[config.mk]
export PLATFORM = sky130hd
export DESIGN_NAME = accel_offset_calibrator_top_flat
export DESIGN_NICKNAME = d
export VERILOG_FILES = /design/src/rtl/core/aoc_pkg.sv /design/src/rtl/core/aoc_if.sv /design/src/rtl/core/aoc_div.sv /design/src/rtl/core/accel_offset_calibrator_top.sv /design/src/flat_wrapper.sv
export SDC_FILE = /design/constraint.sdc
export NUM_CORES = 1
export LEC_CHECK = 0
export BUFFER_PORTS_ARGS = -buffer_cell sky130_fd_sc_hd__buf_2
export CAP_MARGIN = 20
export CORE_MARGIN = 8
export CORE_UTILIZATION = 40
export CTS_CLUSTER_SIZE = 30
export DETAILED_ROUTE_END_ITERATION = 8
export PLACE_DENSITY = 0.55
export SETUP_SLACK_MARGIN = 0.3
export SYNTH_ARGS = -nofsm -noshare
export SYNTH_HDL_FRONTEND = slang
export SYNTH_HIERARCHICAL = 1
export SYNTH_SLANG_ARGS = --single-unit
[constraint.sdc]
create_clock -name clk -period 7.3 [get_ports clk]
set_input_delay 1.825 -clock clk [delete_from_list [all_inputs] [get_ports clk]]
set_output_delay 1.825 -clock clk [all_outputs]
set_load 0.01 [all_outputs]
[src/rtl/core/aoc_pkg.sv]
package aoc_pkg;

  localparam int SAMPLE_W   = 16;
  localparam int SUM_W      = 26;
  localparam int WIDE_W     = 27;
  localparam int ERR_W      = 18;
  localparam int IDX_W      = 11;
  localparam int DZ_W       = 8;
  localparam int TZ_W       = 15;
  localparam int DISC_W     = 10;
  localparam int CNT_W      = 11;
  localparam int DIVR_W     = 11;
  localparam int CFG_IDX_W  = 2;
  localparam int CFG_DATA_W = 15;
  localparam int STEP_W     = $clog2(SUM_W);
  localparam int FIRST_SHIFT = 3;

  localparam logic [DZ_W-1:0]   DEADZONE_RST = 8'd8;
  localparam logic [TZ_W-1:0]   TARGET_Z_RST = 15'd16384;
  localparam logic [DISC_W-1:0] DISCARD_RST  = 10'd101;
  localparam logic [CNT_W-1:0]  SAMPLE_RST   = 11'd100;
  localparam logic [CNT_W-1:0]  MAX_COUNT    = 11'd1024;

  localparam logic signed [WIDE_W-1:0] SUM_MAX = 27'sd33554431;
  localparam logic signed [WIDE_W-1:0] SUM_MIN = -27'sd33554432;
  localparam logic signed [WIDE_W-1:0] OFF_MAX = 27'sd32767;
  localparam logic signed [WIDE_W-1:0] OFF_MIN = -27'sd32768;

  localparam logic FUNC_START  = 1'b0;
  localparam logic FUNC_SAMPLE = 1'b1;

  typedef enum logic [CFG_IDX_W-1:0] {
    REG_DEADZONE,
    REG_TARGET_Z,
    REG_DISCARD,
    REG_SAMPLE
  } cfg_reg_t;

  typedef enum logic [1:0] {
    PH_IDLE,
    PH_FIRST,
    PH_LATER,
    PH_DONE
  } phase_t;

  typedef enum logic [2:0] {
    ST_IDLE,
    ST_DIV_GO,
    ST_DIV_WAIT,
    ST_CHECK,
    ST_FIRST,
    ST_FINISH,
    ST_EMIT
  } state_t;

  typedef struct packed {
    logic                       func;
    logic signed [SAMPLE_W-1:0] accel_x;
    logic signed [SAMPLE_W-1:0] accel_y;
    logic signed [SAMPLE_W-1:0] accel_z;
  } cmd_t;

  typedef struct packed {
    logic signed [SAMPLE_W-1:0] offset_x;
    logic signed [SAMPLE_W-1:0] offset_y;
    logic signed [SAMPLE_W-1:0] offset_z;
    logic                       offsets_new;
    logic                       busy_res;
    logic                       done_res;
  } res_t;

  function automatic logic signed [SAMPLE_W-1:0] sat16(input logic signed [WIDE_W-1:0] v);
    if (v > OFF_MAX) begin
      return OFF_MAX[SAMPLE_W-1:0];
    end else if (v < OFF_MIN) begin
      return OFF_MIN[SAMPLE_W-1:0];
    end else begin
      return v[SAMPLE_W-1:0];
    end
  endfunction

endpackage

[src/rtl/core/aoc_if.sv]
interface aoc_cmd_if import aoc_pkg::*; ();
  logic valid;
  logic ready;
  cmd_t data;
  modport source (output valid, output data, input ready);
  modport sink (input valid, input data, output ready);
endinterface

interface aoc_res_if import aoc_pkg::*; ();
  logic valid;
  logic ready;
  res_t data;
  modport source (output valid, output data, input ready);
  modport sink (input valid, input data, output ready);
endinterface

[src/rtl/core/aoc_div.sv]
module aoc_div import aoc_pkg::*; (
  input  logic                    clk,
  input  logic                    rst,
  input  logic                    start,
  input  logic signed [SUM_W-1:0] dividend,
  input  logic [DIVR_W-1:0]       divisor,
  output logic                    done,
  output logic signed [SUM_W-1:0] quotient
);

  localparam logic [STEP_W-1:0] LAST_STEP = STEP_W'(SUM_W - 1);

  logic              running;
  logic [STEP_W-1:0] step_cnt;
  logic [SUM_W-1:0]  quo;
  logic [DIVR_W-1:0] rem;
  logic [DIVR_W-1:0] dvs;
  logic              neg;

  logic [DIVR_W:0]   trial;
  logic [DIVR_W:0]   diff;
  logic              ge;
  logic [SUM_W-1:0]  mag;

  assign mag   = dividend[SUM_W-1] ? (~dividend + 1'b1) : dividend;
  assign trial = {rem, quo[SUM_W-1]};
  assign ge    = trial >= {1'b0, dvs};
  assign diff  = trial - {1'b0, dvs};

  assign quotient = neg ? -$signed(quo) : $signed(quo);

  // control
  always_ff @(posedge clk) begin
    if (rst) begin
      running  <= 1'b0;
      done     <= 1'b0;
      step_cnt <= '0;
    end else begin
      done <= 1'b0;
      if (start) begin
        running  <= 1'b1;
        step_cnt <= '0;
      end else if (running) begin
        step_cnt <= step_cnt + 1'b1;
        if (step_cnt == LAST_STEP) begin
          running <= 1'b0;
          done    <= 1'b1;
        end
      end
    end
  end

  // one quotient bit per cycle
  always_ff @(posedge clk) begin
    if (start) begin
      quo <= mag;
      rem <= '0;
      dvs <= divisor;
      neg <= dividend[SUM_W-1];
    end else if (running) begin
      quo <= {quo[SUM_W-2:0], ge};
      rem <= ge ? diff[DIVR_W-1:0] : trial[DIVR_W-1:0];
    end
  end

endmodule

[src/rtl/core/accel_offset_calibrator_top.sv]
// a beat that does not close a measuring pass goes to the emit state and its result is
// registered in the output register once that is free; a beat that closes a pass runs three
// mean divisions and up to three deadzone divisions on one shared 26-step serial divider
// throughput: one beat at a time, ready is low until the result is handed to the output register
// reset: synchronous, clears phase, pass counters, sums and offsets, registers return to defaults
module accel_offset_calibrator_top import aoc_pkg::*; (
  input  logic                  clk,
  input  logic                  rst,
  input  logic                  wr_en,
  input  logic [CFG_IDX_W-1:0]  wr_index,
  input  logic [CFG_DATA_W-1:0] wr_data,
  aoc_cmd_if.sink               cmd,
  aoc_res_if.source             res
);

  logic [DZ_W-1:0]   deadzone;
  logic [TZ_W-1:0]   target_z;
  logic [DISC_W-1:0] discard_count;
  logic [CNT_W-1:0]  sample_count;

  state_t state, state_next;
  phase_t phase;

  logic [IDX_W-1:0]           sample_index;
  logic signed [SUM_W-1:0]    sum_x, sum_y, sum_z;
  logic signed [SAMPLE_W-1:0] offset_reg_x, offset_reg_y, offset_reg_z;
  logic signed [SAMPLE_W-1:0] mean_x, mean_y, mean_z;
  logic [1:0]                 axis;
  logic                       corr;
  logic [2:0]                 settled;
  logic                       fresh;
  logic                       out_valid;
  res_t                       out_data;

  logic [CNT_W-1:0]         cnt_eff;
  logic [DZ_W-1:0]          dz_eff;
  logic                     accept;
  logic                     acc_on;
  logic [IDX_W-1:0]         idx_inc;
  logic                     pass_end;
  logic                     active;
  logic signed [ERR_W-1:0]  err_x, err_y, err_z, sel_err;
  logic [ERR_W-1:0]         mag;
  logic                     settled_now;
  logic signed [SUM_W-1:0]  sel_sum;
  logic signed [SAMPLE_W-1:0] sel_off;
  logic signed [SAMPLE_W-1:0] off_new;
  logic signed [SAMPLE_W-1:0] mean_new;
  logic                     div_start;
  logic signed [SUM_W-1:0]  div_dividend;
  logic [DIVR_W-1:0]        div_divisor;
  logic                     div_done;
  logic signed [SUM_W-1:0]  div_q;
  logic                     slot_free;

  function automatic logic signed [SUM_W-1:0] sat_add(input logic signed [SUM_W-1:0] s,
                                                       input logic signed [SAMPLE_W-1:0] a);
    logic signed [WIDE_W-1:0] t;
    t = WIDE_W'(s) + WIDE_W'(a);
    if (t > SUM_MAX) begin
      return SUM_MAX[SUM_W-1:0];
    end else if (t < SUM_MIN) begin
      return SUM_MIN[SUM_W-1:0];
    end else begin
      return t[SUM_W-1:0];
    end
  endfunction

  function automatic logic signed [SAMPLE_W-1:0] first_off(input logic signed [ERR_W-1:0] e);
    logic signed [ERR_W-1:0] t;
    t = e + (e[ERR_W-1] ? ERR_W'((1 << FIRST_SHIFT) - 1) : ERR_W'(0));
    return sat16(WIDE_W'(t >>> FIRST_SHIFT));
  endfunction

  // configuration
  always_ff @(posedge clk) begin
    if (rst) begin
      deadzone      <= DEADZONE_RST;
      target_z      <= TARGET_Z_RST;
      discard_count <= DISCARD_RST;
      sample_count  <= SAMPLE_RST;
    end else if (wr_en) begin
      case (cfg_reg_t'(wr_index))
        REG_DEADZONE: deadzone      <= wr_data[DZ_W-1:0];
        REG_TARGET_Z: target_z      <= wr_data[TZ_W-1:0];
        REG_DISCARD:  discard_count <= wr_data[DISC_W-1:0];
        REG_SAMPLE:   sample_count  <= wr_data[CNT_W-1:0];
        default: ;
      endcase
    end
  end

  assign cnt_eff = (sample_count == '0) ? CNT_W'(1) :
                   (sample_count > MAX_COUNT) ? MAX_COUNT : sample_count;
  assign dz_eff  = (deadzone == '0) ? DZ_W'(1) : deadzone;

  assign cmd.ready = (state == ST_IDLE);
  assign accept    = cmd.valid && cmd.ready;
  assign active    = (phase == PH_FIRST) || (phase == PH_LATER);
  assign acc_on    = sample_index >= IDX_W'(discard_count);
  assign idx_inc   = sample_index + 1'b1;
  assign pass_end  = {1'b0, idx_inc} >= ({2'b0, discard_count} + {1'b0, cnt_eff});

  assign err_x = -ERR_W'(mean_x);
  assign err_y = -ERR_W'(mean_y);
  assign err_z = $signed({3'b0, target_z}) - ERR_W'(mean_z);

  always_comb begin
    case (axis)
      2'd0: begin
        sel_err = err_x;
        sel_sum = sum_x;
        sel_off = offset_reg_x;
      end
      2'd1: begin
        sel_err = err_y;
        sel_sum = sum_y;
        sel_off = offset_reg_y;
      end
      default: begin
        sel_err = err_z;
        sel_sum = sum_z;
        sel_off = offset_reg_z;
      end
    endcase
  end

  assign mag         = sel_err[ERR_W-1] ? ERR_W'(-sel_err) : ERR_W'(sel_err);
  assign settled_now = mag <= ERR_W'(dz_eff);

  assign div_start    = (state == ST_DIV_GO);
  assign div_dividend = corr ? SUM_W'(sel_err) : sel_sum;
  assign div_divisor  = corr ? DIVR_W'(dz_eff) : cnt_eff;

  assign mean_new = sat16(WIDE_W'(div_q));
  assign off_new  = sat16(WIDE_W'(sel_off) + WIDE_W'(div_q));

  aoc_div u_div (
    .clk      (clk),
    .rst      (rst),
    .start    (div_start),
    .dividend (div_dividend),
    .divisor  (div_divisor),
    .done     (div_done),
    .quotient (div_q)
  );

  assign slot_free = !out_valid || res.ready;

  // sequencer
  always_ff @(posedge clk) begin
    if (rst) begin
      state <= ST_IDLE;
    end else begin
      state <= state_next;
    end
  end

  always_comb begin
    state_next = state;
    case (state)
      ST_IDLE: begin
        if (accept) begin
          if (cmd.data.func == FUNC_SAMPLE && active && pass_end) begin
            state_next = ST_DIV_GO;
          end else begin
            state_next = ST_EMIT;
          end
        end
      end
      ST_DIV_GO: state_next = ST_DIV_WAIT;
      ST_DIV_WAIT: begin
        if (div_done) begin
          if (axis != 2'd2) begin
            state_next = corr ? ST_CHECK : ST_DIV_GO;
          end else if (corr) begin
            state_next = ST_FINISH;
          end else begin
            state_next = (phase == PH_FIRST) ? ST_FIRST : ST_CHECK;
          end
        end
      end
      ST_CHECK: begin
        if (!settled_now) begin
          state_next = ST_DIV_GO;
        end else if (axis == 2'd2) begin
          state_next = ST_FINISH;
        end
      end
      ST_FIRST:  state_next = ST_EMIT;
      ST_FINISH: state_next = ST_EMIT;
      ST_EMIT: begin
        if (slot_free) begin
          state_next = ST_IDLE;
        end
      end
      default: state_next = ST_IDLE;
    endcase
  end

  // calibration state
  always_ff @(posedge clk) begin
    if (rst) begin
      phase        <= PH_IDLE;
      sample_index <= '0;
      sum_x        <= '0;
      sum_y        <= '0;
      sum_z        <= '0;
      offset_reg_x <= '0;
      offset_reg_y <= '0;
      offset_reg_z <= '0;
      axis         <= '0;
      corr         <= 1'b0;
      settled      <= '0;
      fresh        <= 1'b0;
    end else begin
      case (state)
        ST_IDLE: begin
          if (accept) begin
            fresh <= 1'b0;
            axis  <= '0;
            corr  <= 1'b0;
            if (cmd.data.func == FUNC_START) begin
              offset_reg_x <= '0;
              offset_reg_y <= '0;
              offset_reg_z <= '0;
              sample_index <= '0;
              sum_x        <= '0;
              sum_y        <= '0;
              sum_z        <= '0;
              phase        <= PH_FIRST;
              fresh        <= 1'b1;
            end else if (active) begin
              if (acc_on) begin
                sum_x <= sat_add(sum_x, cmd.data.accel_x);
                sum_y <= sat_add(sum_y, cmd.data.accel_y);
                sum_z <= sat_add(sum_z, cmd.data.accel_z);
              end
              sample_index <= idx_inc;
            end
          end
        end
        ST_DIV_WAIT: begin
          if (div_done) begin
            if (!corr) begin
              case (axis)
                2'd0:    mean_x <= mean_new;
                2'd1:    mean_y <= mean_new;
                default: mean_z <= mean_new;
              endcase
              if (axis == 2'd2) begin
                axis    <= '0;
                corr    <= 1'b1;
                settled <= '0;
              end else begin
                axis <= axis + 1'b1;
              end
            end else begin
              case (axis)
                2'd0:    offset_reg_x <= off_new;
                2'd1:    offset_reg_y <= off_new;
                default: offset_reg_z <= off_new;
              endcase
              if (axis != 2'd2) begin
                axis <= axis + 1'b1;
              end
            end
          end
        end
        ST_CHECK: begin
          if (settled_now) begin
            settled[axis] <= 1'b1;
            if (axis != 2'd2) begin
              axis <= axis + 1'b1;
            end
          end
        end
        ST_FIRST: begin
          offset_reg_x <= first_off(err_x);
          offset_reg_y <= first_off(err_y);
          offset_reg_z <= first_off(err_z);
          phase        <= PH_LATER;
          fresh        <= 1'b1;
          sample_index <= '0;
          sum_x        <= '0;
          sum_y        <= '0;
          sum_z        <= '0;
        end
        ST_FINISH: begin
          if (&settled) begin
            phase <= PH_DONE;
          end else begin
            fresh <= 1'b1;
          end
          sample_index <= '0;
          sum_x        <= '0;
          sum_y        <= '0;
          sum_z        <= '0;
        end
        default: ;
      endcase
    end
  end

  // output register
  always_ff @(posedge clk) begin
    if (rst) begin
      out_valid <= 1'b0;
    end else if (state == ST_EMIT && slot_free) begin
      out_valid <= 1'b1;
    end else if (res.ready) begin
      out_valid <= 1'b0;
    end
  end

  always_ff @(posedge clk) begin
    if (state == ST_EMIT && slot_free) begin
      out_data.offset_x    <= offset_reg_x;
      out_data.offset_y    <= offset_reg_y;
      out_data.offset_z    <= offset_reg_z;
      out_data.offsets_new <= fresh;
      out_data.busy_res    <= active;
      out_data.done_res    <= (phase == PH_DONE);
    end
  end

  assign res.valid = out_valid;
  assign res.data  = out_data;

endmodule

[src/flat_wrapper.sv]
// flat-port wrapper written by rule: the top's interface ports become plain ports
module accel_offset_calibrator_top_flat import aoc_pkg::*;
  (clk, rst, wr_en, wr_index, wr_data, cmd_valid, cmd_data, cmd_ready, res_valid, res_data, res_ready);
  aoc_cmd_if cmd_i ();
  aoc_res_if res_i ();
  input  logic clk;
  input  logic rst;
  input  logic wr_en;
  input  logic [CFG_IDX_W-1:0] wr_index;
  input  logic [CFG_DATA_W-1:0] wr_data;
  input wire logic [$bits(cmd_i.valid)-1:0] cmd_valid;
  input wire logic [$bits(cmd_i.data)-1:0] cmd_data;
  output wire logic [$bits(cmd_i.ready)-1:0] cmd_ready;
  output wire logic [$bits(res_i.valid)-1:0] res_valid;
  output wire logic [$bits(res_i.data)-1:0] res_data;
  input wire logic [$bits(res_i.ready)-1:0] res_ready;
  assign cmd_i.valid = cmd_valid;
  assign cmd_i.data = cmd_data;
  assign cmd_ready = cmd_i.ready;
  assign res_valid = res_i.valid;
  assign res_data = res_i.data;
  assign res_i.ready = res_ready;
  accel_offset_calibrator_top u_core (.clk(clk), .rst(rst), .wr_en(wr_en), .wr_index(wr_index), .wr_data(wr_data), .cmd(cmd_i), .res(res_i));
endmodule
==> key figures, run 1 <==
Status
  – Status: finished clean

Power
  – Peak VDD IR: 0.153 mV
  – Cell Pwr Density: 284 nW/um^2
  – Static leakage: 11.5 nW
  – Total power: 8.02 mW

Synthesis
  – Post-synth ARST share: 0%
  – Synthesized flop and latch total: 349
  – Cell variety after synth: 92
  – Synth Flop Type: dfxtp_1
  – Top post-synthesis cells by area: dfxtp_1, edfxtp_1, ha_1
  – Synth Instances: 3026
  – Average cell area after synthesis: 8.38 sq um
  – Mapped Nets: 3292
  – Yosys top cell by area: dfxtp_1
  – Mapped Area: 25400 sq um
  – EDFF count, synth: about 140
  – Synth top area share: 16.7%
  – Post-synthesis sequential area ratio: 32.9%
  – Ys Warns: 6
  – Post-synth top cells: nand2_1, a21oi_1, dfxtp_1
  – Top-count cell post-synth: nand2_1

Clocking
  – Clk buf depth: 3
  – CTS root buf: clkbuf_16
  – CTS buffer count: 43
  – Sink Count: approximately 350
  – Post-CTS setup repair buffer count: 0
  – H-tree depth: 2
  – Cts hold-fix bufs: 0
  – Post_cts resized: 0
  – CTS tree: built
  – Reg clk slew, reported paths: 60 ps
  – Clock latency at the later pin of the worst-skew pair: around 580 ps

STA
  – Fmax: 164 MHz
  – Rel. slew slack: 22.9%
  – Unrepaired setup endpoints after global routing: no
  – Fin Hold WS: about 430 ps
  – Least-Margin Pin Slew: roughly 1100 ps
  – Clock Skews: approximately 32 ps
  – Final setup vio count: 0
  – Crit path time final: 6080 ps
  – Setup TNS: 0 ps
  – Final hold violation count: 0
  – Period utilisation layout: 83.3%
  – Slew Limit Fails: 0

Global routing
  – Grt ovf: 0
  – First-pass GRT wire length: 129000 microns
  – Largest net degree at the start of global routing: 76
  – Total Routing Usage GR: 22.6%
  – Vias in the first global route: 22000
  – Antenna violations before repair: 4

Drt
  – Wirelength per Cell: 21.3 microns
  – Post-route ant nets: 0
  – Post-DR vias/cell: 5.88
  – DRT Wirelength: 84200 microns
  – Final routed DRC violation total: 0
  – Drt initial violations: 2016
  – Vias: between 20000 and 25000
  – Detailed Routing Iterations Pass 1: 6

Die
  – Io pins: 124
  – Rows: 92
  – Die Wd: 268 microns
  – Die Area: 71700 sq um
  – Core area: 62900 sq um
  – Die height: 268 microns
  – Initial Util: 40.4%

Setup path
  – Crit-path slowest cell: or4b_1
  – CP Class: reg2reg
  – R2R Path Start: u_core/axis[1]
  – Critical path origin: u_core/axis[1]
  – Arr. time, crit path: 6560 ps
  – Worst path cell trace: inv_1 > ha_2 > buf_4 > or2_2 > nor2_1 > a221oi_1 > ha_1 > nand4_1 > a211oi_1 > nor2_1 > xnor2_1 > ha_1 > nand3_1 > a21oi_1 > o31ai_1 > a21boi_0 > o21a_1 > o22ai_1 > o211ai_1 > a221o_1 > or4b_1 > or3_1 > a221oi_2
  – Crit start category: flip-flop
  – CP max FO: 39
  – CP peak stage delay: 680 ps
  – Crit. End Element: flip-flop
  – Worst Path Required: 7770 ps

Job
  – Maximum Capacitance Violations: 0

Placed design
  – RD Place Congestion: ~0.96
  – HPWL Detailed: between 60000 and 70000 microns
  – Port Buffers: roughly 120

Final layout
  – Layout cells sized above 1: 9.33%
  – N_diodes: 0
  – Area Overhead vs Synth: 11.3%
  – NumNets Final: 3339

Min path
  – Hold Crit Start: u_core/fresh
  – Hold Path Class: reg2reg
==> per-layer routing <==
layer,part of all wire [%],routed length [microns],vias to the layer above,GRT usage [%]
met2,47,39200,711,37.7
met3,5.6,4690,140,3.43
li1,-,-,11300,-
met5,0.051,43,-,0
met1,44,37400,11100,29.8
met4,3.3,2810,6,7.43
==> state kept, by name, summed over array words and instances, names as in the netlist, 10 cells and up <==
register              count
u_core/target_z          15
u_core/discard_count     10
u_core/mean_y            16
u_core/mean_x            16
u_core/sum_y             26
u_core/u_div/quo         26
u_core/offset_reg_x      16
u_core/sample_index      11
u_core/u_div/rem         11
u_core/mean_z            16
u_core/res.data          51
u_core/sum_x             26
u_core/u_div/dvs         11
u_core/sum_z             26
u_core/offset_reg_y      16
u_core/sample_count      11
u_core/offset_reg_z      16
==> logic make-up (layout without fill, tap and decap cells) <==
group                    count (synthesis)  count (layout)  share of synthesized area (%)
AO/OA/AOI/OAI                          989             989                           25.4
buffers and inverters                  281             363                           4.25
flip-flops                             349             349                           32.9
AND/OR/NAND/NOR                        943             943                           18.1
XOR/XNOR                               238             238                           8.22
adder cells (fa/ha/maj)                195             195                           9.82
multiplexers                            31              31                           1.28
==> per-stage QoR <==
step,area [sq um],setup slack [ps],instances,util [%]
global route,28200,752,3954,44.9
CTS,28200,1290,3954,44.9
detailed placement,26700,1340,3874,42.5
global placement,26700,1490,3873,42.5
floorplan,25400,1810,3026,-
finish,28200,1220,3954,44.9
==> placed cells by master, fill, tap and decap left out, types with 22 or more instances in the layout <==
master	instances
nand2_1	334
a211oi_1	42
dfxtp_1	211
o21a_1	22
and3_1	31
or3_1	24
ha_1	186
nor2b_1	29
buf_2	122
a31oi_1	71
a21oi_1	302
nand2b_1	50
and2_1	27
clkbuf_16	44
xor2_1	88
edfxtp_1	137
nor3_1	40
a21o_1	84
o21ai_0	189
a22oi_1	27
xnor2_1	150
nor2_1	190
nor4_1	26
nand3_1	68
inv_1	127
nand4_1	29
buf_4	33
==> where the power goes <==
group          switching (mW)  internal, mW  total, mW
Combinational            2.00          1.19       3.19
Sequential              0.252          2.32       2.58
Clock                   0.885          1.38       2.26
Total                    3.14          4.89       8.02
==> critical path: cells and delay by family (launching register included) <==
kind	cells	cell delay [ps]
xor gates and xnor gates	1	140
buffers and inverters	2	570
DFF	1	330
adders and majority gates	3	860
AOI/OAI and AO/OA	10	2190
and+or+nand+nor	7	1910
==> cell type report <==
cell class | count | area (sq um)
clock buffer | 56 | 1200
clock inverter | 24 | 308
fill | 6307 | 34600
inverter | 128 | 480
multi-input combinational | 2396 | 16000
sequential | 349 | 8360
tap | 846 | 1060
timing repair buffer | 155 | 858
==> worst paths after layout <==
path,endpoint,slack [ps],cells past startpoint
worst max register to register,u_core/state[1],1220,23
worst min register to register,u_core/res.data[2],430,0
worst min-delay path,u_core/res.data[2],430,0
worst max-delay path,u_core/state[1],1220,23
Note: power is estimated with default switching activity, not from simulation.
==> run 2, diff against run 1 <==
clock period = 6 ns   (was 7.3 ns; I/O delays follow)
==> run 2 against run 1 <==
  * Non-clock buffer count up 31
  * Via count down 0.30%
  * Wire length is 2.1% lower
  * Clock power grew 23%
  * Cell count increased by 0.86%
  * First-iteration DRC count shrank 4.5%
  * Total power up 22%
  * Register-to-register slack worse by 670 ps
  * Critical endpoint unchanged
  * Sequential cell count unchanged
  * Count of clock-buffer cells in the layout down 2
  * Highest routed layer unchanged
  * Design area is 1.1% higher
==> key figures, run 2 (synthesized netlist as in run 1, its figures left out) <==
Drt
  – Vias: 23200 (was 23300)
  – Post-DR vias/cell: 5.81 (was 5.88)
  – Final routed DRC violation total: 0 (unchanged)
  – DRT Wirelength: 82500 microns (was 84200 microns)
  – Met2 routed WL: 38200 microns (was 39200 microns)
  – DR top layer: met5 (unchanged)
  – Met3 wire len: 4890 microns (was 4690 microns)
  – Routed length on met1: 36500 microns (was 37400 microns)
  – Wirelength per Cell: 20.7 microns (was 21.3 microns)
  – Drt initial violations: 1926 (was 2016)
  – Detailed Routing Iterations Pass 1: 8 (was 6)
  – Post-route ant nets: 0 (unchanged)

Global routing
  – Largest net degree at the start of global routing: 70 (was 76)
  – Total Routing Usage GR: 22.2% (was 22.6%)
  – Grt ovf: 0 (unchanged)
  – Vias in the first global route: 22000 (about the same)
  – First-pass GRT wire length: 127000 microns (was 129000 microns)
  – Antenna violations before repair: 5 (was 4)

Power
  – Total power: 9.83 mW (was 8.02 mW)
  – Cell Pwr Density: 344 nW/um^2 (was 284 nW/um^2)
  – Peak VDD IR: 0.216 mV (was 0.153 mV)
  – Static leakage: 11.7 nW (was 11.5 nW)

Final layout
  – Final core utilization: 45.4% (was 44.9%)
  – Most common cell after layout, fill and taps aside: nand2_1 (unchanged)
  – Area Overhead vs Synth: 12.5% (was 11.3%)
  – Final instance area: 28500 sq um (was 28200 sq um)
  – Layout cells sized above 1: 10.6% (was 9.33%)
  – Layout Cells excl Fill: 3988 (was 3954)
  – Commonest cells after routing, fill and taps aside: nand2_1, a21oi_1, dfxtp_1 (unchanged)
  – NumNets Final: 3371 (was 3339)
  – Max reg flops: 51 (unchanged)

Die
  – Initial Util: 40.4% (unchanged)
  – Die Area: 71700 sq um (unchanged)
  – Die height: 268 microns (unchanged)
  – Io pins: 124 (unchanged)
  – Rows: 92 (unchanged)
  – Core area: 62900 sq um (unchanged)
  – Die Wd: 268 microns (unchanged)

Setup path
  – Critical Path Most Common Cell: ha_1
  – Worst path cell trace: inv_1 > ha_1 > fa_1 > nor2b_1 > o311ai_0 > clkbuf_2 > a21o_1 > nand2_1 > o21a_2 > nor2_1 > xnor2_1 > ha_1 > nand3_1 > a21oi_1 > o31ai_1 > a21boi_0 > o21a_1 > o22ai_1 > o211ai_1 > a221o_1 > or4b_1 > or3_1 > a221oi_2 (was inv_1 > ha_2 > buf_4 > or2_2 > nor2_1 > a221oi_1 > ha_1 > nand4_1 > a211oi_1 > nor2_1 > xnor2_1 > ha_1 > nand3_1 > a21oi_1 > o31ai_1 > a21boi_0 > o21a_1 > o22ai_1 > o211ai_1 > a221o_1 > or4b_1 > or3_1 > a221oi_2)
  – CP max FO: 12 (was 39)
  – Crit start category: flip-flop (unchanged)
  – CP peak stage delay: 680 ps (about the same)
  – Crit. End Element: flip-flop (unchanged)
  – Worst Path Required: 6510 ps (was 7770 ps)
  – CP Class: reg2reg (unchanged)
  – Arr. time, crit path: 5970 ps (was 6560 ps)
  – Crit-path slowest cell: or4b_1 (unchanged)

STA
  – Final WS setup: 548 ps (was 1220 ps)
  – Period utilisation layout: 90.9% (was 83.3%)
  – Final setup vio count: 0 (unchanged)
  – Clock Skews: 32.7 ps (was 32.3 ps)
  – Fmax: 183 MHz (was 164 MHz)
  – Slew Limit Fails: 0 (unchanged)
  – Least-Margin Pin Slew: 1150 ps (about the same)
  – Fin Hold WS: 442 ps (was 432 ps)
  – Rel. slew slack: 22.5% (was 22.9%)
  – Unrepaired setup endpoints after global routing: no (unchanged)
  – Crit path time final: 5450 ps (was 6080 ps)
  – Setup TNS: 0 ps (unchanged)
  – Final hold violation count: 0 (unchanged)

Clocking
  – CTS buffer count: 44 (was 43)
  – Clk buf depth: 3 (unchanged)
  – Sink Count: 349 (unchanged)
  – CTS tree: built (unchanged)
  – H-tree depth: 2 (unchanged)
  – Reg clk slew, reported paths: 60 ps (about the same)
  – CTS root buf: clkbuf_16 (unchanged)
  – Clock latency at the later pin of the worst-skew pair: 600 ps (was 580 ps)

Status
  – Status: finished clean (unchanged)

Job
  – Maximum Capacitance Violations: 0 (unchanged)

Min path
  – Hold Path Class: reg2reg (unchanged)

Placed design
  – DP Area: 26900 sq um (was 26700 sq um)
  – HPWL Detailed: 63400 microns (was 64900 microns)
  – RD Place Congestion: 0.987 (was 0.955)
  – Port Buffers: 123 (unchanged)
  – Inst Count DP: 3900 (was 3874)
  – Pre-CTS setup slack: 266 ps (was 1340 ps)
## run 2: critical path, delay by kind of cell, from the launching register on
family          cells  cell delay (ps)
compound gates     11             2030
xor+xnor            1              140
fa+ha+maj           3              950
buf+inv             2              250
flops               1              330
simple gates        6             1710
## run 2: what timing repair did
action / CTS / global route
endpoints found under the setup margin: 1 / 46
hold endpoints to repair: 0 / 0
pin swaps: 0 / 2
gates resized for setup: 1 / 16
hold buffers: 0 / 0
setup buffers: 0 / 4
## run 2: cell type report
cell class              instances  area, sq um
flip-flops and latches        349         8360
inverters                     128          480
repair buffers                186         1100
clock buffers                  54         1190
multi-input cells            2396        16000
well taps                     846         1060
diodes                          1         2.50
clock inverters                28          328
fillers                      6291        34300
## run 2: worst paths after layout
check,from,to,slack (ps),cells after the start
hold / removal,u_core/fresh,u_core/res.data[2],440,0
hold reg to reg,u_core/fresh,u_core/res.data[2],440,0
setup / recovery,u_core/target_z[0],u_core/state[1],550,23
setup reg to reg,u_core/target_z[0],u_core/state[1],550,23
## run 2: power by group
| part | internal (mW) | total (mW) | switching (mW) |
|---|---|---|---|
| logic | 1.49 | 3.93 | 2.44 |
| clock network | 1.68 | 2.78 | 1.10 |
| registers | 2.83 | 3.12 | 0.293 |
## run 2: layer usage
layer | global-route usage (%) | vias up
met5 | 0 | -
met4 | 7.62 | 8
met3 | 3.50 | 144
met2 | 36.8 | 756
met1 | 29.2 | 11000
li1 | - | 11300
